## config.mk

```make
export PLATFORM = sky130hd
export DESIGN_NAME = tte_ram
export DESIGN_NICKNAME = d
export VERILOG_FILES = /design/src/rtl/core/tte_ram.sv
export SDC_FILE = /design/constraint.sdc
export NUM_CORES = 1
export LEC_CHECK = 0
export ABC_AREA = 1
export BUFFER_PORTS_ARGS = -buffer_cell sky130_fd_sc_hd__buf_2
export CAP_MARGIN = 20
export CORE_UTILIZATION = 55
export CTS_BUF_LIST = sky130_fd_sc_hd__clkbuf_4 sky130_fd_sc_hd__clkbuf_8 sky130_fd_sc_hd__clkbuf_16
export DETAILED_ROUTE_END_ITERATION = 10
export GPL_ROUTABILITY_DRIVEN = 0
export HOLD_SLACK_MARGIN = 0.15
export PLACE_DENSITY = 0.77
export SLEW_MARGIN = 20
export SYNTH_ARGS = -nofsm -noshare
export SYNTH_HDL_FRONTEND = slang
export SYNTH_SLANG_ARGS = --single-unit
```

## constraint.sdc

```tcl
create_clock -name clk_i -period 1.2 [get_ports clk_i]
set_clock_uncertainty 0.2 [all_clocks]
set_input_delay 0.06 -clock clk_i [delete_from_list [all_inputs] [get_ports clk_i]]
set_output_delay 0.06 -clock clk_i [all_outputs]
set_load 0.02 [all_outputs]
```

## src/rtl/core/tte_ram.sv

```systemverilog
// ----------------------------------------------------------------------------
// tte_ram: generic single-write, single-read RAM
// One write port, one read port with registered read data.
// ----------------------------------------------------------------------------
module tte_ram #(
  parameter int unsigned WIDTH = 8,
  parameter int unsigned DEPTH = 16
) (
  input  logic                     clk_i,
  input  logic                     we_i,
  input  logic [$clog2(DEPTH)-1:0] waddr_i,
  input  logic [WIDTH-1:0]         wdata_i,
  input  logic [$clog2(DEPTH)-1:0] raddr_i,
  output logic [WIDTH-1:0]         rdata_o
);

  logic [WIDTH-1:0] mem_q [DEPTH];

  // Write port and registered read
  always_ff @(posedge clk_i) begin
    if (we_i) begin
      mem_q[waddr_i] <= wdata_i;
    end
    rdata_o <= mem_q[raddr_i];
  end

endmodule

```

Yosys cells after proc, flatten, opt, wreduce, memory -nomap -nowiden

Memory sizes are Yosys's and may differ from the RTL's. A register that Yosys moved wholly into a read port is not among the register bits.
Index checks and enable logic that the tools add are counted.
W data, S select, Z words.

Bits in registers: 0
Bits in latches: 0
RAM bits: 128
ROM bits: 0
Output and inout port bits: 8
Memories: 1

Add/subtract/negate cells: 0
Multipliers: 0
Div/mod/pow operators: 0
Order comparisons: 0
Eq/ne operators: 0
Shifts and indexed selects: 0
Muxes and demuxes: 2
Bitwise logic cells: 0
Reductions and logical operators: 0

Memories:

| memory | words | width | rd ports | clocked after memory_dff | wr ports | RTL line | RTL |
|---|---|---|---|---|---|---|---|
| mem_q  | 16    | 8     | 1        | 1                        | 1        | 17       | `logic [WIDTH-1:0] mem_q [DEPTH];` |

Operators with widths:

| cell    | count |
|---|---|
| $mux W1 | 2 |

Longest topological paths before layout

Gate-level depths: netlist of run 1.

Depth after elaboration: 2
Depth in mapped cells: 8

Worst setup path after synthesis of run 1

OpenSTA, ideal clock, no wires.

Path type: input to register
From: input port waddr_i[3]
To: memory mem_q[4][0] (enable)
Library setup time: 0.370 ns
Arrival: 0.641 ns
Slack: -0.011 ns
Cell stages on the path: 2
Path buffers: 0
Cells stage by stage: nand3b_1 nor2_1

RTL lines:

| what            | RTL line | RTL |
|---|---|---|
| start, declared | 11       | `input logic [$clog2(DEPTH)-1:0] waddr_i,` |
| end, declared   | 17       |  |

Straight into the memory's write port.

Worst setup path after layout of run 1

From: register rdata_o[1], read port of mem_q
To: output port rdata_o[1]

RTL lines:

| what            | RTL line | RTL |
|---|---|---|
| start, declared | 14       | `output logic [WIDTH-1:0] rdata_o` |

No word-level cell between the ends.

==> results of run 1 <==
layout make-up:
type / count / area, µm²
Multi-Input combinational cell: 289 / 1380
Timing Repair Buffer: 64 / 587
Clock inverter: 11 / 148
Inverter: 102 / 383
Clock buffer: 21 / 457
Tap cell: 136 / 170
Fill cell: 658 / 3090
Sequential cell: 136 / 4010
registers in the layout, summed over array words and instances (netlist names):
name	flops
mem_q	128
rdata_o	8
stage by stage:
stage	power, mW	setup TNS [ps]
after detailed placement	6.15	-4470
after CTS	11.4	-256
after global routing	11.7	-541
final	11.4	-169
after floorplan	5.85	-694
after global placement	6.13	-1930
layout by cell type, fill, tap and decap left out, drive strengths merged:
master / synthesis / final
nand2: 173 / 173
edfxtp: 128 / 128
inv: 102 / 102
nand3: 97 / 97
buf: 24 / 53
clkbuf: 0 / 21
nor2: 17 / 17
dlygate4sd3: 0 / 11
dfxtp: 8 / 8
clkinv: 0 / 7
bufinv: 0 / 3
nand3b: 2 / 2
clkinvlp: 0 / 1
how the worst max path moves through the flow:
| stage | startpoint | end | depth (start not counted) |
|---|---|---|---|
| CTS | rdata_o[1] | rdata_o[1] | 1 |
| floorplan | waddr_i[3] | mem_q[4][0] | 2 |
| finish | rdata_o[1] | rdata_o[1] | 1 |
| global route | mem_q[0][0] | rdata_o[0] | 6 |
| global placement | raddr_i[0] | rdata_o[2] | 7 |
| detailed placement | raddr_i[0] | rdata_o[2] | 7 |
routing by layer:
metal	up-vias	wire (µm)	part of all wire (%)
met5	-	0	0
met4	0	355	2.6
met3	29	1180	8.6
met2	197	6920	51
met1	1901	5190	38
li1	1890	-	-
worst reg2reg max path: stages, from the launching register on:
cell	delay, ps
edfxtp_1	440
inv_1	100
nand2_1	60
nand3_1	80
nand3_2	90
nand3_2	100
nand2_1	60
power by group:
part           internal [mW]  total, mW  switching (mW)
Clock                   3.32       5.23            1.91
Sequential              5.32       5.36          0.0411
Combinational          0.309      0.852           0.543
kinds of logic after synthesis:
group | after synthesis | synth area share, %
buffers and inverters | 126 | 9.52
AND/OR/NAND/NOR | 289 | 21.0
flip-flops | 136 | 69.4
timing repair:
item | in CTS | in global routing
pin swaps | 0 | 11
cloned | 0 | 0
setup endpoints to repair | 11 | 38
endpoints found under the hold margin | 264 | 134
resized for setup | 27 | 33
==> reports/qor.txt, run 1 <==
status = complete, but fails checks
critical path type = reg2out
Max stage delay on crit path = 350 ps
cell count of the worst reg-to-reg path = 6
worst skew pair latency = 510 ps
grt met2 use = 42.3%
Synth area leaders = edfxtp_1, nand2_1, nand3_1, inv_1, dfxtp_1
# nets final = 628
total clock sinks = 136
number of hold buffers added after cts = 14
Root Buffer = clkbuf_8
RSZ-0062 raised after global routing = yes
upper clock frequency limit = 0.806 GHz
final WL = 13600 µm
r2r setup slk = -30 ps
final instance area = 7140 µm²
largest area contributor in the netlist = edfxtp_1
CP max-delay cell = dfxtp_2
final core utilization = 69.8%
share of layout cells above drive strength 1 = 20.9%
hold_sp = we_i
Post-CTS Setup Inserts = 0
first-pass GRT wire length = 21300 µm
Synth Net Count = 569
WHS Endpoint = mem_q[0][0]
Die Wd = 104 µm
Slew Limit Headroom = 74.4%
mapped cell area = 5770 µm²
Synth async-reset ratio = 0%
vias in the first global route = 4037
Critical Path RT = 940 ps
non-filler instance count after layout = 759
DR WL/cell = 18.0 µm
Area Growth Syn to Fin = 23.8%
Netlist cell types = 12
pwr dens = 1600 nW/µm²
met1 GRT Util = 34.8%
R2R Path End = rdata_o[0]
vias per cell = 5.29
worst hold slack = -32.2 ps
ys flop type = edfxtp_1
Worst VDD drop = 0.889 mV
Setup Slack @ Placement = -95.4 ps
Post-Syn Instances = 551
CP arrival = 980 ps
CTS tree = built
hold crit path type = in2reg
Max Root-Sink Buffers = 2
sequential fraction of the synthesis area = 69.4%
minimum clock period after layout = 1240 ps
final antenna-violating net count = 0
antenna violations before repair = 0
endpoint type of the worst setup path = primary output
I/O pins = 26
number of remaining DRC errors = 0
n_diodes = 0
die height = 104 µm
worst slew pin tran = 384 ps
Worst Hold Depth = 4
Yosys reg bits = 136
placed cell area = 6190 µm²
Post-DP HPWL = 7670 µm
largest net degree at the start of global routing = 59
top-count cell post-synth = nand2_1
DR vias = 4017
FP Rows = 37
top cell type's share of synthesized area = 66.7%
startpoint class of the critical path = flop
Inserted Clock Buffers = 17
Max-Cap Viols = 0
Detailed Route Iter0 Violations = 368
Core ar. = 10200 µm²
Syn. warnings = 0
final number of hold-violating endpoints = 24
r2r startpoint = mem_q[0][0]
Final setup viols = 10
initial core utilization = 56.4%
most frequent cells after synthesis = nand2_1, edfxtp_1, inv_1, nand3_1, nor2_1
GR Util All Layers = 26.5%
first-pass iteration count of the detailed router = 5
dpl cells = 716
fin. max-slew vios = 0
Avg Cell Area, Syn = 10.5 µm²
grt ovf = 0
routing usage on met3 = 6.02%
crit path max fanout = 1
post-layout worst setup margin = -40.8 ps
number of synthesized flops with an enable pin = 128
crit-path cells = buf_6
global route hottest layer = met2
Leakage Power = 3.12 nW
period utilization = 103%
Top Family by Delay on Critical Path = flip-flops
clk slew on worst S/H paths = 60 ps
Worst Path Buf+Inv = 1
Port Buffer Count = 25
number of H-tree levels = 4
failing checks = hold timing, setup timing
Die Area = 10900 µm²
Note: power is estimated with default switching activity, not from simulation.
==> inputs of run 2 (changes only) <==
- BUFFER_PORTS_ARGS: -buffer_cell sky130_fd_sc_hd__buf_2 -> -buffer_cell sky130_fd_sc_hd__clkbuf_2
- CORE_ASPECT_RATIO: not set -> 2
- CORE_UTILIZATION: 55 -> 37
- PLACE_DENSITY: 0.77 -> 0.56
==> run 2 against run 1 <==
The flow now finishes without violations. Critical path depth unchanged. Worst hold slack improved by 60 ps. Routed wire length increased by 2.9%. Clock power increased by 1%. Via count decreased by 1.8%. Flip-flop and latch count unchanged. Combinational power decreased by 5.4%. First-iteration DRC count decreased by 43%. Setup slack improved by 64 ps. Core utilization decreased by 23 points. Non-clock buffer count unchanged. Die area increased by 48%.
==> reports/qor.txt, run 2 (synthesis results as in run 1) <==
critical path type = reg2out
Top Family by Delay on Critical Path = flip-flops
Max-Cap Viols = 0
Area Growth Syn to Fin = 23.4%
commonest non-fill, non-tap cell in the layout = nand2_1
I/O pins = 26
largest net degree at the start of global routing = 49
first-pass iteration count of the detailed router = 4
worst skew pair latency = 420 ps
CTS tree = built
Largest Register = mem_q
RSZ-0062 raised after global routing = yes
crit-path cells = buf_2
Core ar. = 15300 µm²
share of layout cells above drive strength 1 = 18.8%
number of H-tree levels = 4
Root Buffer = clkbuf_16
Port Buffer Count = 25
n_diodes = 0
GR Util All Layers = 18.7%
final number of hold-violating endpoints = 0
Final setup viols = 0
minimum clock period after layout = 1180 ps
CP arrival = 920 ps
endpoint type of the worst setup path = primary output
non-filler instance count after layout = 821
dpl cells = 779
Detailed Route Iter0 Violations = 211
grt ovf = 0
antenna violations before repair = 0
startpoint class of the critical path = flop
Post-DP HPWL = 9540 µm
first-pass GRT wire length = 21600 µm
top flop regs = mem_q: 128 flops, rdata_o: 8 flops
DR WL/cell = 17.1 µm
worst slew pin tran = 475 ps
fin. max-slew vios = 0
final WL = 14000 µm
vias per cell = 4.80
initial core utilization = 37.7%
status = finished clean
Leakage Power = 3.08 nW
number of remaining DRC errors = 0
pwr dens = 1610 nW/µm²
Inserted Clock Buffers = 17
total clock sinks = 136
# nets final = 628
Worst VDD drop = 0.861 mV
number of hold buffers added after cts = 10
Post-CTS Setup Inserts = 0
crit path max fanout = 1
most frequent cells in the layout = nand2_1, edfxtp_1, inv_1
Die Area = 16100 µm²
Slew Limit Headroom = 68.4%
Die Wd = 90.3 µm
hold crit path type = in2reg
die height = 179 µm
final instance area = 7120 µm²
period utilization = 98.1%
Max Root-Sink Buffers = 2
clk slew on worst S/H paths = 60 ps
Worst Path Buf+Inv = 1
Critical Path RT = 940 ps
vias in the first global route = 4083
max FFs per register = 128
DR vias = 3943
Max stage delay on crit path = 340 ps
placed cell area = 6270 µm²
upper clock frequency limit = 0.850 GHz
FP Rows = 64
final antenna-violating net count = 0
CP max-delay cell = dfxtp_1
-- run 2: per-layer routing --
layer | global-route usage, % | part of all wire, % | wire (µm) | up-vias
met5 | 0 | 0 | 0 | -
met4 | 13.4 | 6.1 | 850 | 0
met3 | 3.28 | 2.6 | 364 | 46
met2 | 34.4 | 54 | 7590 | 111
met1 | 18.7 | 37 | 5230 | 1898
li1 | - | - | - | 1888
-- run 2: power by group --
group          internal, mW  switching [mW]
Combinational         0.265           0.541
Sequential             5.31          0.0335
Clock                  3.30            1.99
Total                  8.88            2.56
-- run 2: worst paths after layout --
kind / startpoint / endpoint / slack, ps / depth (start not counted)
min reg2reg: mem_q[12][1] / rdata_o[1] / 480 / 6
max reg2reg: mem_q[0][5] / rdata_o[5] / 50 / 6
max: rdata_o[2] / rdata_o[2] / 20 / 1
min: raddr_i[2] / rdata_o[1] / 30 / 5
-- run 2: cell type report --
type / count / area [µm²]
clock inverter: 14 / 173
inverter: 102 / 383
timing repair buffer: 64 / 520
clock buffer: 18 / 433
multi-input combinational: 289 / 1360
fill: 1403 / 8180
tap: 198 / 248
sequential: 136 / 4010
-- run 2: per-stage QoR --
step	total power [mW]	setup WS, ps	utilization (%)	hold slack (ps)	TNS (ps)
6_report	11.4	23.0	46.5	27.8	0
5_1_grt	11.8	-12.3	46.5	55.0	-18.4
4_1_cts	11.5	2.08	45.7	22.1	0
3_5_place_dp	6.19	-145	41.0	274	-5610
3_3_place_gp	6.18	-128	41.0	282	-5010
2_1_floorplan	5.85	-10.8	-	-41.1	-694
-- run 2: timing repair --
item | in CTS | in global routing
hold endpoints to repair | 229 | 64
pin swaps | 0 | 6
endpoints found under the setup margin | 3 | 10
gates resized for setup | 4 | 30
