## config.mk

```make
export PLATFORM = sky130hd
export DESIGN_NAME = tte_sqrt
export DESIGN_NICKNAME = d
export VERILOG_FILES = /design/src/rtl/core/tte_pkg.sv /design/src/rtl/core/tte_sqrt.sv
export SDC_FILE = /design/constraint.sdc
export NUM_CORES = 1
export LEC_CHECK = 0
export ABC_AREA = 1
export BUFFER_PORTS_ARGS = -buffer_cell sky130_fd_sc_hd__buf_2
export CORE_AREA = 2 2 106 108
export CTS_BUF_LIST = sky130_fd_sc_hd__clkbuf_4 sky130_fd_sc_hd__clkbuf_8
export CTS_CLUSTER_SIZE = 14
export DETAILED_ROUTE_END_ITERATION = 16
export DIE_AREA = 0 0 108 110
export HOLD_SLACK_MARGIN = 0.08
export MAX_ROUTING_LAYER = met4
export PLACE_DENSITY = 0.86
export SLEW_MARGIN = 0
export SYNTH_ARGS = -nofsm -noshare
export SYNTH_HDL_FRONTEND = slang
export SYNTH_SLANG_ARGS = --single-unit
```

## constraint.sdc

```tcl
create_clock -name clk_i -period 6.5 [get_ports clk_i]
set_input_delay 0.65 -clock clk_i [delete_from_list [all_inputs] [get_ports clk_i]]
set_output_delay 0.65 -clock clk_i [all_outputs]
set_load 0.005 [all_outputs]
```

## src/rtl/core/tte_pkg.sv

```systemverilog
// ----------------------------------------------------------------------------
// tte_pkg: shared types and constants of the time-to-collision estimator
// Fixed-point widths, special time codes, operation codes and FSM states.
// ----------------------------------------------------------------------------
package tte_pkg;

  // Default path storage depth
  localparam int unsigned PATH_DEPTH_DEF = 64;

  // Field widths
  localparam int unsigned COORD_W = 24;   // Q15.8 position / velocity
  localparam int unsigned REL_W   = 25;   // difference of two coordinates
  localparam int unsigned TTC_W   = 32;   // Q16.16 seconds
  localparam int unsigned SPD_W   = 24;   // Q16.8 speed magnitude
  localparam int unsigned RAD_W   = 16;   // collision radius, Q8.8
  localparam int unsigned PT_W    = 3 * COORD_W;

  // Shared datapath widths
  localparam int unsigned ACC_W    = 52;  // sums of three squares / dot product
  localparam int unsigned ROOT_W   = ACC_W / 2;
  localparam int unsigned MUL_A_W  = 33;
  localparam int unsigned MUL_B_W  = 26;
  localparam int unsigned PROD_W   = MUL_A_W + MUL_B_W;
  localparam int unsigned DIFF_W   = 45;  // predicted-to-path distance
  localparam int unsigned D_W      = 17;  // distance once known below radius
  localparam int unsigned Q_FRAC   = 16;  // fraction bits of a time

  // Time codes
  localparam logic [TTC_W-1:0] TTC_INF = '1;
  localparam logic [TTC_W-1:0] TTC_SAT = {{(TTC_W-1){1'b1}}, 1'b0};

  // |p|^2 threshold in Q16 units, |p| > 0.01 m
  localparam logic [ACC_W-1:0] D2_MIN = ACC_W'(7);

  // Default collision radius, 1.0 m
  localparam logic [RAD_W-1:0] RADIUS_RST = RAD_W'(256);

  // Configuration register indexes
  localparam logic CFG_USE_PATH = 1'b0;
  localparam logic CFG_RADIUS   = 1'b1;

  typedef enum logic [1:0] {
    OP_OBJECT = 2'd0,
    OP_EGO    = 2'd1,
    OP_APPEND = 2'd2,
    OP_CLEAR  = 2'd3
  } op_e;

  typedef enum logic [4:0] {
    ST_IDLE,
    ST_EGO,
    ST_SEL,
    ST_DOT,
    ST_D2,
    ST_TCHK,
    ST_TDIV_WT,
    ST_SPD_GO,
    ST_SPD_WT,
    ST_RR,
    ST_RR2,
    ST_PREV,
    ST_PWAIT,
    ST_SEG,
    ST_LMAC,
    ST_LSQ_GO,
    ST_LSQ_WT,
    ST_STEP_GO,
    ST_STEP_WT,
    ST_FUT,
    ST_DSQ,
    ST_HIT,
    ST_MIN,
    ST_RMAC,
    ST_RSQ_GO,
    ST_RSQ_WT,
    ST_OUT
  } st_e;

endpackage

```

## src/rtl/core/tte_sqrt.sv

```systemverilog
// ----------------------------------------------------------------------------
// tte_sqrt: iterative floored integer square root
// Two radicand bits per cycle; root_o is valid when done_o rises.
// ----------------------------------------------------------------------------
module tte_sqrt #(
  parameter int unsigned RAD_W = tte_pkg::ACC_W
) (
  input  logic                 clk_i,
  input  logic                 rst_ni,
  input  logic                 start_i,
  input  logic [RAD_W-1:0]     rad_i,
  output logic                 done_o,
  output logic [RAD_W/2-1:0]   root_o
);
  import tte_pkg::*;

  localparam int unsigned RT_W  = RAD_W / 2;
  localparam int unsigned REM_W = RT_W + 3;
  localparam int unsigned CNT_W = $clog2(RT_W);

  logic             busy_q, done_q;
  logic [CNT_W-1:0] cnt_q;
  logic [RAD_W-1:0] rad_q;
  logic [REM_W-1:0] rem_q, rem_sh, trial;
  logic [RT_W-1:0]  root_q;
  logic             ge;

  // One digit step
  assign rem_sh = {rem_q[REM_W-3:0], rad_q[RAD_W-1 -: 2]};
  assign trial  = {1'b0, root_q, 2'b01};
  assign ge     = rem_sh >= trial;

  // Control
  always_ff @(posedge clk_i or negedge rst_ni) begin
    if (!rst_ni) begin
      busy_q <= 1'b0;
      done_q <= 1'b0;
      cnt_q  <= '0;
    end else if (start_i) begin
      busy_q <= 1'b1;
      done_q <= 1'b0;
      cnt_q  <= '0;
    end else if (busy_q) begin
      cnt_q <= cnt_q + CNT_W'(1);
      if (cnt_q == CNT_W'(RT_W - 1)) begin
        busy_q <= 1'b0;
        done_q <= 1'b1;
      end
    end else begin
      done_q <= 1'b0;
    end
  end

  // Remainder and root
  always_ff @(posedge clk_i) begin
    if (start_i) begin
      rad_q  <= rad_i;
      rem_q  <= '0;
      root_q <= '0;
    end else if (busy_q) begin
      rad_q  <= {rad_q[RAD_W-3:0], 2'b00};
      rem_q  <= ge ? rem_sh - trial : rem_sh;
      root_q <= {root_q[RT_W-2:0], ge};
    end
  end

  assign done_o = done_q;
  assign root_o = root_q;

`ifndef ASSERT_OFF
  // A new start is never issued while a root is in flight
  assert property (@(posedge clk_i) disable iff (!rst_ni) start_i |-> !busy_q)
    else $error("sqrt restarted while busy");
  // done is set as the work ends
  assert property (@(posedge clk_i) disable iff (!rst_ni)
                   $fell(busy_q) |-> done_q)
    else $error("sqrt finished without done");
  // The remainder never exceeds twice the root
  assert property (@(posedge clk_i) disable iff (!rst_ni)
                   busy_q |-> rem_q <= {1'b0, root_q, 1'b0})
    else $error("sqrt remainder out of range");
`endif

endmodule

```

Word level (Yosys, flattened, before mapping) --
Index checks and enable logic that the tools add are counted.
Word-level totals: register bits after elaboration 112, output and inout port bits 27
Cells by class: add/subtract/negate cells 2, $lt $le $gt $ge 1, equal/unequal tests 2, mux-type cells 11, reduce and logical (&&, ||, !) cells 1
Operators with widths (count):
- two-way mux 52 bit | 2
- >= comparator 29 x 28 -> 1 bit | 1
- two-way mux 27 bit | 1
- subtractor 27 bit | 1
- two-way mux 5 bit | 2
- two-way mux 1 bit | 6
- adder 5 x 1 -> 5 bit, second input constant | 1
- == test 5 bit, second input constant | 1
- inequality test 3 x 2 -> 1 bit, second input constant | 1
- nonzero test 2 bit | 1

Logic depth before layout (Yosys ltp) --
depth after elaboration 4, gate-level depth with buffers 16

Worst setup path before layout --
OpenSTA, ideal clock, no wires.
path kind input -> register, start point input start_i, end point register rad_q[0], enable pin, data arrival time 2455 ps, required time 6063 ps, path slack 3608 ps, stages 3, buffers on the path 1, cells stage by stage nor2_1 clkinv_1 clkbuf_1
On the way: word-level cells in the longest chain between the ends 1
RTL lines:
- start: declaration | line tte_sqrt.sv:10 | input logic start_i,
- nonzero test 2 bit (no source line)
- end signal: assignment | line tte_sqrt.sv:57 | rad_q <= rad_i;
- end signal: assignment | line tte_sqrt.sv:61 | rad_q <= {rad_q[RAD_W-3:0], 2'b00};
- end: declaration | line tte_sqrt.sv:23 | logic [RAD_W-1:0] rad_q;
No other way between the ends. A chain may end at the register's enable or synchronous reset.

Worst setup path after layout --
start point input start_i, end point register rad_q[18], enable pin
The elaborated chain is that of the path after synthesis.

==> impl_metrics.csv <==
group,metric,value,unit
status,run_status,"complete, no violations",
critical_path,rrSetupSlack,4170,ps
hold_path,min_path_type,"flop to flop",
critical_path,endpoint_kind,"flop",
final_layout,final_cell_mix,"nand2_1 (445), inv_1 (164), buf_2 (81), nand3_1 (57), dfxtp_1 (53)",
routing,drt_wl_total,15.00,mm
synth,synthDistinctLibCells,36,
final_layout,layout-drive-gt1-share,13.71,%
grt,grt_pass1_vias,5693,
routing,drt_iter0_drc,390,
grt,grt_pass1_wl,25.39,mm
critical_path,reg2reg_from,"root_o[0]$_SDFFE_PP0P_",
routing,wl_per_cell,12.44,µm
hold_path,hold_path_depth,2,
grt,grt_util_all_layers,27.97,%
sta,period_needed,2494,ps
synth,synth_nets,1076,
final_layout,syn_to_final_growth,9.619,%
clocking,clk-insertion-delay-late,410,ps
sta,final_max_slew_viol_count,0,
final_layout,final-seq-area,0.002798,mm²
sta,tightest_slew,970.1,ps
sta,rsz0062_at_grt,"false",
sta,hold_violations,0,
sta,timing.setup.tns,0,ps
routing,drc,0,
sta,setup_viol,0,
synth,ys_seq_area_share,40.58,%
critical_path,rr_endpoint,"rem_q[25]$_SDFFE_PP0P_",
pwr,powerDensity,438.2,mW/mm²
routing,via_per_inst,5.080,
sta,worst_slack,4006,ps
placed_design,hpwl,11.01,mm
final_layout,antenna_cells,0,
final_layout,fillers,925,
synth,yosys_warnings,0,
critical_path,cp_data_required_time,6550,ps
die,design.core.area,0.01070,mm²
placed_design,place_congestion,0.9818,
critical_path,rr_worst_depth,14,
sta,clock_skew,13.40,ps
hold_path,hold_start,"rem_q[25]$_SDFFE_PP0P_",
die,die_area,0.01188,mm²
synth,synth_area_per_cell,6.957,µm²
sta,finalCritPeriodShare,38.37,%
grt,grt_antenna_before_repair,0,
final_layout,layout_commonest_cell,"nand2_1",
clocking,cts.htree.levels,3,
sta,fmax,0.4009,GHz
routing,ant_nets,0,
synth,synth-seq-cells,112,
clocking,clock_sinks,112,
grt,grt_start_max_net_pins,64,
placed_design,pre_cts_ws,3610,ps
grt,overflow,0,
die,start_util,64.44,%
final_layout,nets,1145,
hold_path,min_to,"rem_q[25]$_SDFFE_PP0P_",
placed_design,placement.io_buffers,81,
sta,max-slew-margin-rel,35.32,%
critical_path,path_class,"input pin to flop",
final_layout,multiInputGateArea,0.003303,mm²
job,cap_viol_max_count,0,
clocking,postCtsSetupRepairBufs,0,
die,die_y,110,µm
clocking,ctsRootBufferMaster,"clkbuf_8",
clocking,cts_tree,"built",
synth,syn_inst,991,
die,io_pins,82,
clocking,cts.clk_slew.worst_paths,120,ps
pwr,irDropWorstVdd,0.2877,mV
pwr,p_total,0.003312,W
routing,num_vias,6122,
die,die_x,108,µm
critical_path,start_kind,"input pin",
clocking,numCtsBuffers,9,
routing,dr.pass1.iters,5,
critical_path,path_max_fanout,63,
pwr,p_leak,4.147,nW
critical_path,arrival,2540,ps
die,rows,38,
clocking,clockBufferDepth,2,
synth,synth_area,0.006894,mm²
-- how the worst max path moves through the flow --
stage | slack (ps) | cells after the start | from | end
after floorplan | 3610 | 3 | start_i | rad_q[0]$_SDFFCE_PN0P_
after global placement | 3640 | 4 | start_i | rad_q[0]$_SDFFCE_PN0P_
after detailed placement | 3610 | 4 | start_i | rad_q[21]$_DFFE_PP_
after CTS | 4050 | 4 | start_i | rad_q[27]$_DFFE_PP_
after global routing | 3830 | 4 | start_i | rad_q[20]$_DFFE_PP_
final | 4010 | 4 | start_i | rad_q[18]$_DFFE_PP_
-- layer usage --
| layer | GRT usage, % | wire length, µm | vias to the layer above |
|---|---|---|---|
| met2 | 46.81 | 7264 | 157 |
| met1 | 32.77 | 6448 | 2740 |
| li1 | - | - | 3192 |
| met5 | - | 0 | - |
| met4 | 11.72 | 394 | 0 |
| met3 | 6.232 | 889 | 33 |
-- final cells by class --
class	count	share of cell area (%)
clock inverters	7	1.026
multi-input cells	682	43.71
flip-flops and latches	112	37.02
clock buffers	9	1.639
repair buffers	86	5.894
well taps	140	2.318
inverters	169	8.394
-- critical path, cell delays in order --
cell,delay (ps)
buf_2,730
nor2_2,90
inv_2,340
buf_4,660
-- Yosys cell counts (all sizes together) --
master | n | area [µm²]
and3 | 1 | 6.260
nor3 | 3 | 15.01
o22ai | 26 | 162.7
o21ai | 4 | 23.77
nand2 | 454 | 1732
nand3b | 3 | 22.52
xor2 | 3 | 26.28
clkinv | 3 | 11.26
nor2 | 40 | 187.7
ha | 30 | 375.4
a21oi | 18 | 93.84
dfrtp | 7 | 175.2
dfxtp | 53 | 1061
edfxtp | 52 | 1562
clkbuf | 15 | 56.30
nand3 | 74 | 462.9
or2 | 2 | 12.52
nand4 | 10 | 62.56
xnor2 | 11 | 96.34
buf | 13 | 107.6
inv | 166 | 623.1
and2 | 3 | 18.77
-- sequential cells by signal, summed over array words and instances (netlist names) --
name	flops
rad_q	52
rem_q	27
root_o	26
cnt_q	5
busy_q	1
done_o	1
-- kinds of logic (layout without fill, tap and decap cells) --
kind of cell    after synthesis  in the layout  synth area share (%)
compound gates               48             48                 4.065
xor+xnor                     14             14                 1.779
fa+ha+maj                    30             30                 5.445
buf+inv                     197            271                 11.58
flops                       112            112                 40.58
simple gates                590            590                 36.55
-- power breakdown --
part,switching [W],internal [W]
clock network,0.000272,0.000154
registers,0.0000688,0.000853
logic,0.00127,0.000695
-- timing repair --
item	4_1_cts	5_1_grt
hold buffers	1	0
gates resized for setup	0	0
endpoints found under the hold margin	7	0
-- per-stage QoR --
step | utilization (%) | hold slack, ps | area, µm² | std cells
floorplan | - | 354.4 | 6894 | 991
finish | 70.64 | 468.2 | 7557 | 1205
CTS | 70.64 | 467.7 | 7557 | 1205
global placement | 68.67 | 445.7 | 7346 | 1188
global route | 70.64 | 472.5 | 7557 | 1205
detailed placement | 68.67 | 446.8 | 7346 | 1188
(Power assumes the default switching activity.)
